--- src/sv/psrg_pkg.sv ---
// Shared types, constants and the divider step for the stencil row generator.
`timescale 1ns / 1ps
package psrg_pkg;

	localparam int RowW   = 24;
	localparam int ValW   = 36;
	localparam int WgtW   = 32;
	localparam int CellW  = 9;
	localparam int PlaneW = 2 * CellW;
	localparam int TotalW = 3 * CellW;
	localparam int Slots  = 7;
	localparam int IdxW   = 3;
	localparam int CfgW   = 32;

	// Register indexes of the configuration port.
	localparam logic [IdxW-1:0] RegMode    = 3'd0;
	localparam logic [IdxW-1:0] RegXCells  = 3'd1;
	localparam logic [IdxW-1:0] RegYCells  = 3'd2;
	localparam logic [IdxW-1:0] RegZCells  = 3'd3;
	localparam logic [IdxW-1:0] RegXWeight = 3'd4;
	localparam logic [IdxW-1:0] RegYWeight = 3'd5;
	localparam logic [IdxW-1:0] RegZWeight = 3'd6;

	// Entry slots of a row, in output order.
	localparam logic [2:0] SlotZm   = 3'd0;
	localparam logic [2:0] SlotYm   = 3'd1;
	localparam logic [2:0] SlotXm   = 3'd2;
	localparam logic [2:0] SlotDiag = 3'd3;
	localparam logic [2:0] SlotZp   = 3'd4;
	localparam logic [2:0] SlotYp   = 3'd5;
	localparam logic [2:0] SlotXp   = 3'd6;

	localparam logic [ValW-1:0] OneQ16 = 36'd65536;

	localparam int QueueDepth = 4;
	localparam int QPtrW      = 2;
	localparam int QCntW      = 3;

	typedef struct packed {
		logic             per;
		logic             ok;
		logic [CellW-1:0] nx;
		logic [CellW-1:0] ny;
		logic [CellW-1:0] nz;
		logic [WgtW-1:0]  wx;
		logic [WgtW-1:0]  wy;
		logic [WgtW-1:0]  wz;
	} cfg_t;

	typedef struct packed {
		logic [Slots-1:0][RowW-1:0] cols;
		logic signed [ValW-1:0]     diag;
		logic [Slots-1:0]           mask;
		logic                       bad;
	} entry_t;

	typedef struct packed {
		logic [RowW-1:0]   row;
		logic [PlaneW-1:0] plane;
		logic [TotalW-1:0] total;
		logic [RowW-1:0]   rem;
		logic [CellW-1:0]  k;
		logic [CellW-1:0]  j;
		logic              in_range;
	} pipe_t;

	typedef struct packed {
		logic [RowW-1:0] rem;
		logic [2:0]      q;
	} div_t;

	// Three restoring division steps, quotient bits top down to top-2.
	function automatic div_t div3(logic [RowW-1:0] rem, logic [PlaneW-1:0] dvs,
		logic [3:0] top);
		logic [TotalW-1:0] r;
		logic [TotalW-1:0] d;
		div_t              res;
		r = {3'b000, rem};
		res.q = 3'b000;
		for (int s = 0; s < 3; s++) begin
			d = {{(TotalW-PlaneW){1'b0}}, dvs} << (top - 4'(s));
			if (r >= d) begin
				r = r - d;
				res.q[2-s] = 1'b1;
			end
		end
		res.rem = r[RowW-1:0];
		return res;
	endfunction

endpackage

--- src/sv/psrg_row_if.sv ---
// Row request channel: one row index per beat.
`timescale 1ns / 1ps
interface psrg_row_if;
	logic                        valid;
	logic                        ready;
	logic [psrg_pkg::RowW-1:0]   row_index;

	modport source(output valid, output row_index, input ready);
	modport sink(input valid, input row_index, output ready);
endinterface

--- src/sv/psrg_entry_if.sv ---
// Matrix entry channel: one column and value pair per beat.
`timescale 1ns / 1ps
interface psrg_entry_if;
	logic                               valid;
	logic                               ready;
	logic [psrg_pkg::RowW-1:0]          column_index;
	logic signed [psrg_pkg::ValW-1:0]   entry_value;
	logic                               last_entry;
	logic                               bad_row;

	modport source(output valid, output column_index, output entry_value,
		output last_entry, output bad_row, input ready);
	modport sink(input valid, input column_index, input entry_value,
		input last_entry, input bad_row, output ready);
endinterface

--- src/sv/psrg_front.sv ---
// Front pipeline: splits a row index into cell coordinates and builds its entry set.
`timescale 1ns / 1ps
module psrg_front (
	input  logic             clk,
	input  logic             arst_n,
	input  psrg_pkg::cfg_t   cfg,
	psrg_row_if.sink         rows,
	output logic             push,
	output psrg_pkg::entry_t push_entry,
	input  logic             full
);

	logic en;
	logic v_s1, v_s2, v_s3, v_s4, v_s5, v_s6, v_s7, v_s8;
	psrg_pkg::pipe_t p_s1, p_s2, p_s3, p_s4, p_s5, p_s6, p_s7;
	psrg_pkg::pipe_t n1, n2, n3, n4, n5, n6, n7;
	psrg_pkg::entry_t e_s8, n8;
	psrg_pkg::div_t d2, d3, d4, d5, d6, d7;

	logic [psrg_pkg::CellW-1:0] ci, cj, ck;
	logic i_lo, i_hi, j_lo, j_hi, k_lo, k_hi, bad, ref_cell;
	logic [psrg_pkg::TotalW-1:0] row_w, pl_w, tot_w, nx_w;
	logic [psrg_pkg::ValW-1:0] ax, ay, az, wx_w, wy_w, wz_w;

	// The whole pipe moves together; it halts only when its last stage
	// holds an entry set that the queue cannot take.
	assign en         = !v_s8 || !full;
	assign rows.ready = en;
	assign push       = v_s8 && !full;
	assign push_entry = e_s8;

	always_comb begin
		n1 = '0;
		n1.row   = rows.row_index;
		n1.rem   = rows.row_index;
		n1.plane = psrg_pkg::PlaneW'(cfg.nx) * psrg_pkg::PlaneW'(cfg.ny);

		n2 = p_s1;
		n2.total = psrg_pkg::TotalW'(p_s1.plane) * psrg_pkg::TotalW'(cfg.nz);
		d2 = psrg_pkg::div3(p_s1.rem, p_s1.plane, 4'd8);
		n2.rem = d2.rem;
		n2.k[8:6] = d2.q;

		n3 = p_s2;
		n3.in_range = {3'b000, p_s2.row} < p_s2.total;
		d3 = psrg_pkg::div3(p_s2.rem, p_s2.plane, 4'd5);
		n3.rem = d3.rem;
		n3.k[5:3] = d3.q;

		n4 = p_s3;
		d4 = psrg_pkg::div3(p_s3.rem, p_s3.plane, 4'd2);
		n4.rem = d4.rem;
		n4.k[2:0] = d4.q;

		n5 = p_s4;
		d5 = psrg_pkg::div3(p_s4.rem, {9'd0, cfg.nx}, 4'd8);
		n5.rem = d5.rem;
		n5.j[8:6] = d5.q;

		n6 = p_s5;
		d6 = psrg_pkg::div3(p_s5.rem, {9'd0, cfg.nx}, 4'd5);
		n6.rem = d6.rem;
		n6.j[5:3] = d6.q;

		n7 = p_s6;
		d7 = psrg_pkg::div3(p_s6.rem, {9'd0, cfg.nx}, 4'd2);
		n7.rem = d7.rem;
		n7.j[2:0] = d7.q;
	end

	// Classification of the cell and the neighbour columns.
	always_comb begin
		ci = p_s7.rem[psrg_pkg::CellW-1:0];
		cj = p_s7.j;
		ck = p_s7.k;
		bad  = !cfg.ok || !p_s7.in_range;
		i_lo = ci == '0;
		j_lo = cj == '0;
		k_lo = ck == '0;
		i_hi = ci == cfg.nx - 9'd1;
		j_hi = cj == cfg.ny - 9'd1;
		k_hi = ck == cfg.nz - 9'd1;
		if (cfg.per) begin
			ref_cell = ci == {1'b0, cfg.nx[8:1]} && cj == {1'b0, cfg.ny[8:1]} &&
				ck == {1'b0, cfg.nz[8:1]};
		end else begin
			ref_cell = ci == 9'd1 && cj == 9'd1 && ck == 9'd1;
		end

		row_w = {3'b000, p_s7.row};
		pl_w  = {9'd0, p_s7.plane};
		tot_w = p_s7.total;
		nx_w  = {18'd0, cfg.nx};

		n8.cols[psrg_pkg::SlotZm] = k_lo ? 24'(row_w + tot_w - pl_w) : 24'(row_w - pl_w);
		n8.cols[psrg_pkg::SlotYm] = j_lo ? 24'(row_w + pl_w - nx_w) : 24'(row_w - nx_w);
		n8.cols[psrg_pkg::SlotXm] = i_lo ? 24'(row_w + nx_w - 27'd1) : 24'(row_w - 27'd1);
		n8.cols[psrg_pkg::SlotDiag] = bad ? '0 : p_s7.row;
		n8.cols[psrg_pkg::SlotZp] = k_hi ? 24'(row_w - (tot_w - pl_w)) : 24'(row_w + pl_w);
		n8.cols[psrg_pkg::SlotYp] = j_hi ? 24'(row_w - (pl_w - nx_w)) : 24'(row_w + nx_w);
		n8.cols[psrg_pkg::SlotXp] = i_hi ? 24'(row_w - (nx_w - 27'd1)) : 24'(row_w + 27'd1);

		wx_w = {4'd0, cfg.wx};
		wy_w = {4'd0, cfg.wy};
		wz_w = {4'd0, cfg.wz};
		ax = (!cfg.per && (i_lo || i_hi)) ? wx_w : wx_w << 1;
		ay = (!cfg.per && (j_lo || j_hi)) ? wy_w : wy_w << 1;
		az = (!cfg.per && (k_lo || k_hi)) ? wz_w : wz_w << 1;

		n8.bad = bad;
		if (bad) begin
			n8.mask = 7'd1 << psrg_pkg::SlotDiag;
			n8.diag = '0;
		end else if (ref_cell) begin
			n8.mask = 7'd1 << psrg_pkg::SlotDiag;
			n8.diag = psrg_pkg::OneQ16;
		end else begin
			n8.diag = -(ax + ay + az);
			if (cfg.per) begin
				n8.mask = '1;
			end else begin
				n8.mask = {!i_hi, !j_hi, !k_hi, 1'b1, !i_lo, !j_lo, !k_lo};
			end
		end
	end

	always_ff @(posedge clk or negedge arst_n) begin
		if (!arst_n) begin
			v_s1 <= 1'b0;
			v_s2 <= 1'b0;
			v_s3 <= 1'b0;
			v_s4 <= 1'b0;
			v_s5 <= 1'b0;
			v_s6 <= 1'b0;
			v_s7 <= 1'b0;
			v_s8 <= 1'b0;
		end else if (en) begin
			v_s1 <= rows.valid;
			v_s2 <= v_s1;
			v_s3 <= v_s2;
			v_s4 <= v_s3;
			v_s5 <= v_s4;
			v_s6 <= v_s5;
			v_s7 <= v_s6;
			v_s8 <= v_s7;
		end
	end

	always_ff @(posedge clk) begin
		if (en) begin
			p_s1 <= n1;
			p_s2 <= n2;
			p_s3 <= n3;
			p_s4 <= n4;
			p_s5 <= n5;
			p_s6 <= n6;
			p_s7 <= n7;
			e_s8 <= n8;
		end
	end

endmodule

--- src/sv/psrg_queue.sv ---
// Small queue of entry sets between the front pipeline and the entry walker.
`timescale 1ns / 1ps
module psrg_queue (
	input  logic             clk,
	input  logic             arst_n,
	input  logic             push,
	input  psrg_pkg::entry_t wdata,
	output logic             full,
	input  logic             pop,
	output psrg_pkg::entry_t rdata,
	output logic             empty
);

	psrg_pkg::entry_t mem [psrg_pkg::QueueDepth];
	psrg_pkg::entry_t rdata_q;
	logic [psrg_pkg::QPtrW-1:0] wr_ptr_q, rd_ptr_q, rd_next;
	logic [psrg_pkg::QCntW-1:0] cnt_q;
	logic                       bypass;

	assign full  = cnt_q == psrg_pkg::QCntW'(psrg_pkg::QueueDepth);
	assign empty = cnt_q == '0;
	assign rdata = rdata_q;

	// The head register always holds the oldest stored set. A push into a
	// queue that is empty once this cycle's pop is done goes straight to it.
	assign rd_next = rd_ptr_q + psrg_pkg::QPtrW'(pop);
	assign bypass  = push && (cnt_q == psrg_pkg::QCntW'(pop));

	always_ff @(posedge clk) begin
		if (push) begin
			mem[wr_ptr_q] <= wdata;
		end
		if (bypass) begin
			rdata_q <= wdata;
		end else begin
			rdata_q <= mem[rd_next];
		end
	end

	always_ff @(posedge clk or negedge arst_n) begin
		if (!arst_n) begin
			wr_ptr_q <= '0;
			rd_ptr_q <= '0;
			cnt_q    <= '0;
		end else begin
			if (push) begin
				wr_ptr_q <= wr_ptr_q + 1'b1;
			end
			if (pop) begin
				rd_ptr_q <= rd_ptr_q + 1'b1;
			end
			case ({push, pop})
				2'b10:   cnt_q <= cnt_q + 1'b1;
				2'b01:   cnt_q <= cnt_q - 1'b1;
				default: cnt_q <= cnt_q;
			endcase
		end
	end

endmodule

--- src/sv/psrg_back.sv ---
// Entry walker: emits the set entries of one row, one beat per cycle while the entry channel takes them.
`timescale 1ns / 1ps
module psrg_back (
	input  logic             clk,
	input  logic             arst_n,
	input  psrg_pkg::cfg_t   cfg,
	input  psrg_pkg::entry_t head,
	input  logic             empty,
	output logic             pop,
	psrg_entry_if.source     entries
);

	psrg_pkg::entry_t cur_q;
	logic             cur_v_q;
	logic [psrg_pkg::Slots-1:0] rem_q;

	logic                        ov_q, olast_q, obad_q;
	logic [psrg_pkg::RowW-1:0]   ocol_q;
	logic signed [psrg_pkg::ValW-1:0] oval_q;

	logic [2:0]                  sel;
	logic                        found, last, adv, load_next;
	logic [psrg_pkg::Slots-1:0]  onehot;
	logic signed [psrg_pkg::ValW-1:0] val;

	always_comb begin
		sel   = '0;
		found = 1'b0;
		for (int s = 0; s < psrg_pkg::Slots; s++) begin
			if (!found && rem_q[s]) begin
				sel   = 3'(s);
				found = 1'b1;
			end
		end
		onehot = 7'd1 << sel;
		last   = (rem_q & ~onehot) == '0;
		case (sel)
			psrg_pkg::SlotZm, psrg_pkg::SlotZp: val = {4'd0, cfg.wz};
			psrg_pkg::SlotYm, psrg_pkg::SlotYp: val = {4'd0, cfg.wy};
			psrg_pkg::SlotXm, psrg_pkg::SlotXp: val = {4'd0, cfg.wx};
			default:                            val = cur_q.diag;
		endcase
	end

	assign adv       = cur_v_q && (!ov_q || entries.ready);
	assign load_next = !cur_v_q || (adv && last);
	assign pop       = load_next && !empty;

	assign entries.valid        = ov_q;
	assign entries.column_index = ocol_q;
	assign entries.entry_value  = oval_q;
	assign entries.last_entry   = olast_q;
	assign entries.bad_row      = obad_q;

	always_ff @(posedge clk or negedge arst_n) begin
		if (!arst_n) begin
			cur_v_q <= 1'b0;
			ov_q    <= 1'b0;
		end else begin
			if (load_next) begin
				cur_v_q <= !empty;
			end
			if (adv) begin
				ov_q <= 1'b1;
			end else if (entries.ready) begin
				ov_q <= 1'b0;
			end
		end
	end

	always_ff @(posedge clk) begin
		if (adv) begin
			ocol_q  <= cur_q.cols[sel];
			oval_q  <= val;
			olast_q <= last;
			obad_q  <= cur_q.bad;
		end
		if (pop) begin
			cur_q <= head;
			rem_q <= head.mask;
		end else if (adv) begin
			rem_q <= rem_q & ~onehot;
		end
	end

endmodule

--- src/sv/poisson_stencil_row_gen.sv ---
// Top level of the seven-point Laplacian row generator: registers, front, queue, walker.
`timescale 1ns / 1ps
//
//  Channel   Side   Beat carries
//  --------  -----  --------------------------------------------------------
//  rows      sink   row_index (24 bits)
//  entries   source column_index, entry_value (signed Q20.16), last_entry, bad_row
//  cfg_*     write  cfg_we, cfg_index, cfg_data; no stall, no read-back
//
//  A row beat is taken every cycle while the front pipeline can move; it then
//  passes the front stages and the queue to the walker. Each row gives one to
//  seven entry beats, one per cycle while entries is not stalled, so the
//  sustained row rate is bound by the single entry output port.
//  Reset restores the register defaults and empties the pipeline and queue.
//  A stall on entries fills the queue and then halts the whole front pipeline.
//
module poisson_stencil_row_gen #(
	parameter int MAX_AXIS = 256
) (
	input  logic                          clk,
	input  logic                          arst_n,
	input  logic                          cfg_we,
	input  logic [psrg_pkg::IdxW-1:0]     cfg_index,
	input  logic [psrg_pkg::CfgW-1:0]     cfg_data,
	psrg_row_if.sink                      rows,
	psrg_entry_if.source                  entries
);

	// Largest accepted cell count along any axis.
	localparam logic [10:0] MaxAxisW = 11'(MAX_AXIS);

	logic                        mode_q;
	logic [psrg_pkg::CellW-1:0]  xc_q, yc_q, zc_q;
	logic [psrg_pkg::WgtW-1:0]   xw_q, yw_q, zw_q;

	psrg_pkg::cfg_t   cfg;
	psrg_pkg::entry_t q_wdata, q_rdata;
	logic             q_push, q_full, q_pop, q_empty;
	logic             x_ok, y_ok, z_ok, tiny;

	// Configuration registers. Writes beyond the register list fall through.
	always_ff @(posedge clk or negedge arst_n) begin
		if (!arst_n) begin
			mode_q <= 1'b0;
			xc_q   <= 9'd8;
			yc_q   <= 9'd8;
			zc_q   <= 9'd8;
			xw_q   <= 32'd65536;
			yw_q   <= 32'd65536;
			zw_q   <= 32'd65536;
		end else if (cfg_we) begin
			case (cfg_index)
				psrg_pkg::RegMode:    mode_q <= cfg_data[0];
				psrg_pkg::RegXCells:  xc_q   <= cfg_data[8:0];
				psrg_pkg::RegYCells:  yc_q   <= cfg_data[8:0];
				psrg_pkg::RegZCells:  zc_q   <= cfg_data[8:0];
				psrg_pkg::RegXWeight: xw_q   <= cfg_data;
				psrg_pkg::RegYWeight: yw_q   <= cfg_data;
				psrg_pkg::RegZWeight: zw_q   <= cfg_data;
				default: ;
			endcase
		end
	end

	// Grid geometry as the pipeline sees it. The user must change the registers
	// only while the block is idle; the block itself does not enforce this, and
	// only then does this stay constant for every row in flight. A rejected setup
	// collapses the grid to one cell, and every row index is flagged bad anyway.
	always_comb begin
		x_ok = xc_q != '0 && {2'b00, xc_q} <= MaxAxisW;
		y_ok = yc_q != '0 && {2'b00, yc_q} <= MaxAxisW;
		z_ok = zc_q != '0 && {2'b00, zc_q} <= MaxAxisW;
		tiny = xc_q < 9'd3 || yc_q < 9'd3 || zc_q < 9'd3;
		cfg.per = mode_q;
		cfg.ok  = x_ok && y_ok && z_ok && !(mode_q && tiny);
		cfg.nx  = !cfg.ok ? 9'd1 : (mode_q ? xc_q - 9'd2 : xc_q);
		cfg.ny  = !cfg.ok ? 9'd1 : (mode_q ? yc_q - 9'd2 : yc_q);
		cfg.nz  = !cfg.ok ? 9'd1 : (mode_q ? zc_q - 9'd2 : zc_q);
		cfg.wx  = xw_q;
		cfg.wy  = yw_q;
		cfg.wz  = zw_q;
	end

	// The front divides the row index into (i, j, k) over six stages and
	// then classifies the cell into a set of up to seven entries.
	psrg_front u_front (
		.clk        (clk),
		.arst_n     (arst_n),
		.cfg        (cfg),
		.rows       (rows),
		.push       (q_push),
		.push_entry (q_wdata),
		.full       (q_full)
	);

	psrg_queue u_queue (
		.clk    (clk),
		.arst_n (arst_n),
		.push   (q_push),
		.wdata  (q_wdata),
		.full   (q_full),
		.pop    (q_pop),
		.rdata  (q_rdata),
		.empty  (q_empty)
	);

	// The walker emits the set entries in slot order through a registered
	// output stage and pulls the next set as the last entry leaves.
	psrg_back u_back (
		.clk     (clk),
		.arst_n  (arst_n),
		.cfg     (cfg),
		.head    (q_rdata),
		.empty   (q_empty),
		.pop     (q_pop),
		.entries (entries)
	);

	// Row input is held off only when the queue is full.
	a_ready_needs_full: assert property (@(posedge clk) disable iff (!arst_n)
		!rows.ready |-> q_full)
		else $error("row input stalled with room in the queue");

	// The walker never pulls from an empty queue.
	a_pop_not_empty: assert property (@(posedge clk) disable iff (!arst_n)
		q_empty |-> !q_pop)
		else $error("queue popped while empty");

	// The queue can only become full through a push.
	a_full_by_push: assert property (@(posedge clk) disable iff (!arst_n)
		$rose(q_full) |-> $past(q_push))
		else $error("queue became full without a push");

endmodule

--- src/flat_wrapper.sv ---
// flat-port wrapper written by rule: the top's interface ports become plain ports
module poisson_stencil_row_gen_flat 
#(
	parameter int MAX_AXIS = 256
)
  (clk, arst_n, cfg_we, cfg_index, cfg_data, rows_valid, rows_row_index, rows_ready, entries_valid, entries_column_index, entries_entry_value, entries_last_entry, entries_bad_row, entries_ready);
  psrg_row_if rows_i ();
  psrg_entry_if entries_i ();
  input  logic clk;
  input  logic arst_n;
  input  logic cfg_we;
  input  logic [psrg_pkg::IdxW-1:0] cfg_index;
  input  logic [psrg_pkg::CfgW-1:0] cfg_data;
  input wire logic [$bits(rows_i.valid)-1:0] rows_valid;
  input wire logic [$bits(rows_i.row_index)-1:0] rows_row_index;
  output wire logic [$bits(rows_i.ready)-1:0] rows_ready;
  output wire logic [$bits(entries_i.valid)-1:0] entries_valid;
  output wire logic [$bits(entries_i.column_index)-1:0] entries_column_index;
  output wire logic [$bits(entries_i.entry_value)-1:0] entries_entry_value;
  output wire logic [$bits(entries_i.last_entry)-1:0] entries_last_entry;
  output wire logic [$bits(entries_i.bad_row)-1:0] entries_bad_row;
  input wire logic [$bits(entries_i.ready)-1:0] entries_ready;
  assign rows_i.valid = rows_valid;
  assign rows_i.row_index = rows_row_index;
  assign rows_ready = rows_i.ready;
  assign entries_valid = entries_i.valid;
  assign entries_column_index = entries_i.column_index;
  assign entries_entry_value = entries_i.entry_value;
  assign entries_last_entry = entries_i.last_entry;
  assign entries_bad_row = entries_i.bad_row;
  assign entries_i.ready = entries_ready;
  poisson_stencil_row_gen #(.MAX_AXIS(MAX_AXIS)) u_core (.clk(clk), .arst_n(arst_n), .cfg_we(cfg_we), .cfg_index(cfg_index), .cfg_data(cfg_data), .rows(rows_i), .entries(entries_i));
endmodule
--- config.mk ---
export PLATFORM = sky130hd
export DESIGN_NAME = poisson_stencil_row_gen_flat
export DESIGN_NICKNAME = d
export VERILOG_FILES = /design/src/sv/psrg_pkg.sv /design/src/sv/psrg_row_if.sv /design/src/sv/psrg_entry_if.sv /design/src/sv/psrg_front.sv /design/src/sv/psrg_queue.sv /design/src/sv/psrg_back.sv /design/src/sv/poisson_stencil_row_gen.sv /design/src/flat_wrapper.sv
export SDC_FILE = /design/constraint.sdc
export NUM_CORES = 2
export LEC_CHECK = 0
export BUFFER_PORTS_ARGS = -buffer_cell sky130_fd_sc_hd__buf_2
export CAP_MARGIN = 20
export CORE_UTILIZATION = 40
export DETAILED_ROUTE_END_ITERATION = 10
export GPL_TIMING_DRIVEN = 0
export PLACE_DENSITY = 0.51
export SYNTH_ARGS = -nofsm -noshare
export SYNTH_HDL_FRONTEND = slang
export SYNTH_SLANG_ARGS = --single-unit
--- constraint.sdc ---
create_clock -name clk -period 47.6 [get_ports clk]
set_input_delay 9.52 -clock clk [delete_from_list [all_inputs] [get_ports clk]]
set_output_delay 9.52 -clock clk [all_outputs]
set_load 0.02 [all_outputs]
==> run metrics <==
status=finished clean; Die X-Extent=550.4 µm; slowest stage delay, CP=roughly 0.65 ns; Worst setup SP type=register; setup bufs post-CTS=0; post-layout min period=14.34 ns; post-cts sizing count=0; Synth area leaders=edfxtp_1 49%, ha_1 6.3%, mux2_2 5.3%; root buffer cell=clkbuf_16; Mapped Area=~0.12 mm²; Max Clock Freq=69.73 MHz; first-pass GRT wire length=around 500,000 µm; WL final=338,400 µm; io pins=about 130; syn nets=10,330; Distinct cells, synth=106; CP max stage cell=clkbuf_1; Pins Over Slew Limit=0; DR iter-0 viols=between 5,000 and 6,000; drt via density=about 5.4; Worst path most repeated cell=clkbuf_1; post-route clock period utilization=between 30 and 40%; sequential share of the synthesized area=between 50% and 60%; GR Util All Layers=~22%; nets=10,800; Clock Sinks=2,310; Hold Buf Count CTS=0; post-synthesis async set-or-reset flop share=6.104%; Clk Latency, worst-skew pair=0.91 ns; setup TNS=0 ns; Syn Area/Cell=roughly 13 µm²; pin count of the biggest net entering global routing=approximately 140; Hold Crit Class=register to register; Synth top cells by count=1,958 x edfxtp_1, 834 x nand2_1, 653 x inv_1; Synth Warn #=0; EDFF count, synth=around 2,000; PortBufs=~130; share of the synthesized area in the top cell type=a little under 50%; clk buf depth=4; Synth area leader=edfxtp_1; die area=slightly above 0.3 mm²; GRT overflow=0; Worst Max-Slew Pin Slew=1.221 ns; number of remaining DRC errors=0; Worst Setup End Kind=register; Crit path max-delay family=simple AND/OR/NAND/NOR gates; Min Hold Slack=0.3735 ns; Post-synth top flop=edfxtp_1; Slew headroom=17.43%; TritonCTS Buffers=~270; DRT antenna net count=0; final setup fails=0; core area=around 0.30 mm²; setup ws final=approximately 33 ns; Synth-to-Final Area Change=13.21%; pre-CTS worst setup slack=~33 ns; Mapped Cells=9,404; CTS H-tree depth=5; Starting Density=40.17%; final hold vios=0; crit path max fanout=10; Buf/Inv on CP=11; vias in the first global route=77,310; gpl congestion=about 0.89; top-count cell post-synth=edfxtp_1; flops & latches, synth=roughly 2,300; CP required=approximately 48 ns; WL/cell=about 24 µm; CTS tree=built; RSZ-0062 raised after global routing=no; Layout Skew=~0.08 ns; # rows=between 200 and 250; via count=approximately 76,000; Crit Path Class=register to register; HPWL Detailed=approximately 250,000 µm; first drt pass iteration count=6; # Max-Cap Violations=0; initial antenna violation count=26; height of the die=roughly 550 µm; Clk pin slew, worst setup/hold paths=0.06 ns; Worst EP arrival=14.95 ns; layout cells sized above 1=roughly 15%
[state kept, by name, summed over array words and instances (netlist names), 18 cells and up]
name / count
u_core.u_back.cur_q: 205
u_core.u_back.entries.column_index: 24
u_core.u_back.entries.entry_value: 36
u_core.u_front.n2: 18
u_core.u_front.n3: 72
u_core.u_front.n4: 73
u_core.u_front.n5: 76
u_core.u_front.n6: 79
u_core.u_front.n7: 82
u_core.u_front.p_s1: 24
u_core.u_front.p_s2: 18
u_core.u_front.p_s3: 21
u_core.u_front.p_s4: 24
u_core.u_front.p_s5: 24
u_core.u_front.p_s6: 24
u_core.u_front.p_s7: 43
u_core.u_front.push_entry: 211
u_core.u_front.tot_w: 24
u_core.u_queue.mem: 844
u_core.u_queue.rdata: 211
u_core.xw_q: 32
u_core.yw_q: 32
u_core.zw_q: 32
[cells in the final DEF, fill, tap and decap left out, types with 135 or more instances in the layout]
| master | n |
|---|---|
| edfxtp_1 | 1958 |
| nand2_1 | 834 |
| inv_1 | 652 |
| ha_1 | 601 |
| mux2_2 | 564 |
| nor2_1 | 513 |
| xnor2_1 | 421 |
| a21oi_1 | 412 |
| o21ai_0 | 354 |
| clkbuf_1 | 313 |
| clkbuf_16 | 271 |
| fa_1 | 258 |
| nor3_1 | 217 |
| nand3_1 | 212 |
| mux4_2 | 211 |
| dfxtp_1 | 211 |
| xor2_1 | 178 |
| buf_2 | 141 |
| a21o_1 | 138 |
| dfrtp_1 | 135 |
[layout make-up]
| type | instances | area, µm² |
|---|---|---|
| Tap cell | 3958 | 4952 |
| Fill cell | 27030 | 163300 |
| Multi-Input combinational cell | 6127 | 50160 |
| Buffer | 297 | 1151 |
| Sequential cell | 2310 | 66560 |
| Timing Repair Buffer | 201 | 2061 |
| Clock buffer | 357 | 7375 |
| Clock inverter | 124 | 1430 |
| Inverter | 670 | 2522 |
| Antenna cell | 3 | 7.507 |
[worst paths after layout]
check | start | endpoint | slack [ns] | depth (start not counted)
max in group asynchronous | arst_n | u_core.zc_q[4] | 38.02 | 2
hold reg to reg | u_core.u_queue.rdata[164] | u_core.u_back.cur_q[164] | 0.37 | 0
hold / removal | u_core.u_queue.rdata[164] | u_core.u_back.cur_q[164] | 0.37 | 0
setup / recovery | u_core.yc_q[5] | u_core.u_front.p_s5[36] | 33.26 | 44
setup reg to reg | u_core.yc_q[5] | u_core.u_front.p_s5[36] | 33.26 | 44
min in group asynchronous | arst_n | u_core.u_queue.wr_ptr_q[0] | 8.65 | 1
[routing by layer]
metal	track usage, %	routed length [µm]	vias to the layer above
li1	-	-	35530
met1	30.49	153600	38550
met2	37.17	161500	1807
met3	2.148	14080	485
met4	6.002	9253	0
met5	0	0	-
[stage by stage]
step	cell area (µm²)	instances	utilization (%)
after floorplan	120300	9404	-
after global placement	125900	13490	42.03
after detailed placement	127300	13560	42.51
final	136200	14050	45.48
after CTS	136100	14040	45.45
after global routing	136200	14050	45.47
[cells by family after synthesis]
family | share of synthesized area [%]
AO/OA/AOI/OAI | 7.833
XOR/XNOR | 4.360
adder cells (fa/ha/maj) | 10.54
buffers and inverters | 3.041
flip-flops | 55.32
multiplexers | 9.622
AND/OR/NAND/NOR | 9.283
Power is left out: the tool's default activity adds up to more than one toggle a clock period on the data nets, which glitch-free logic cannot reach.
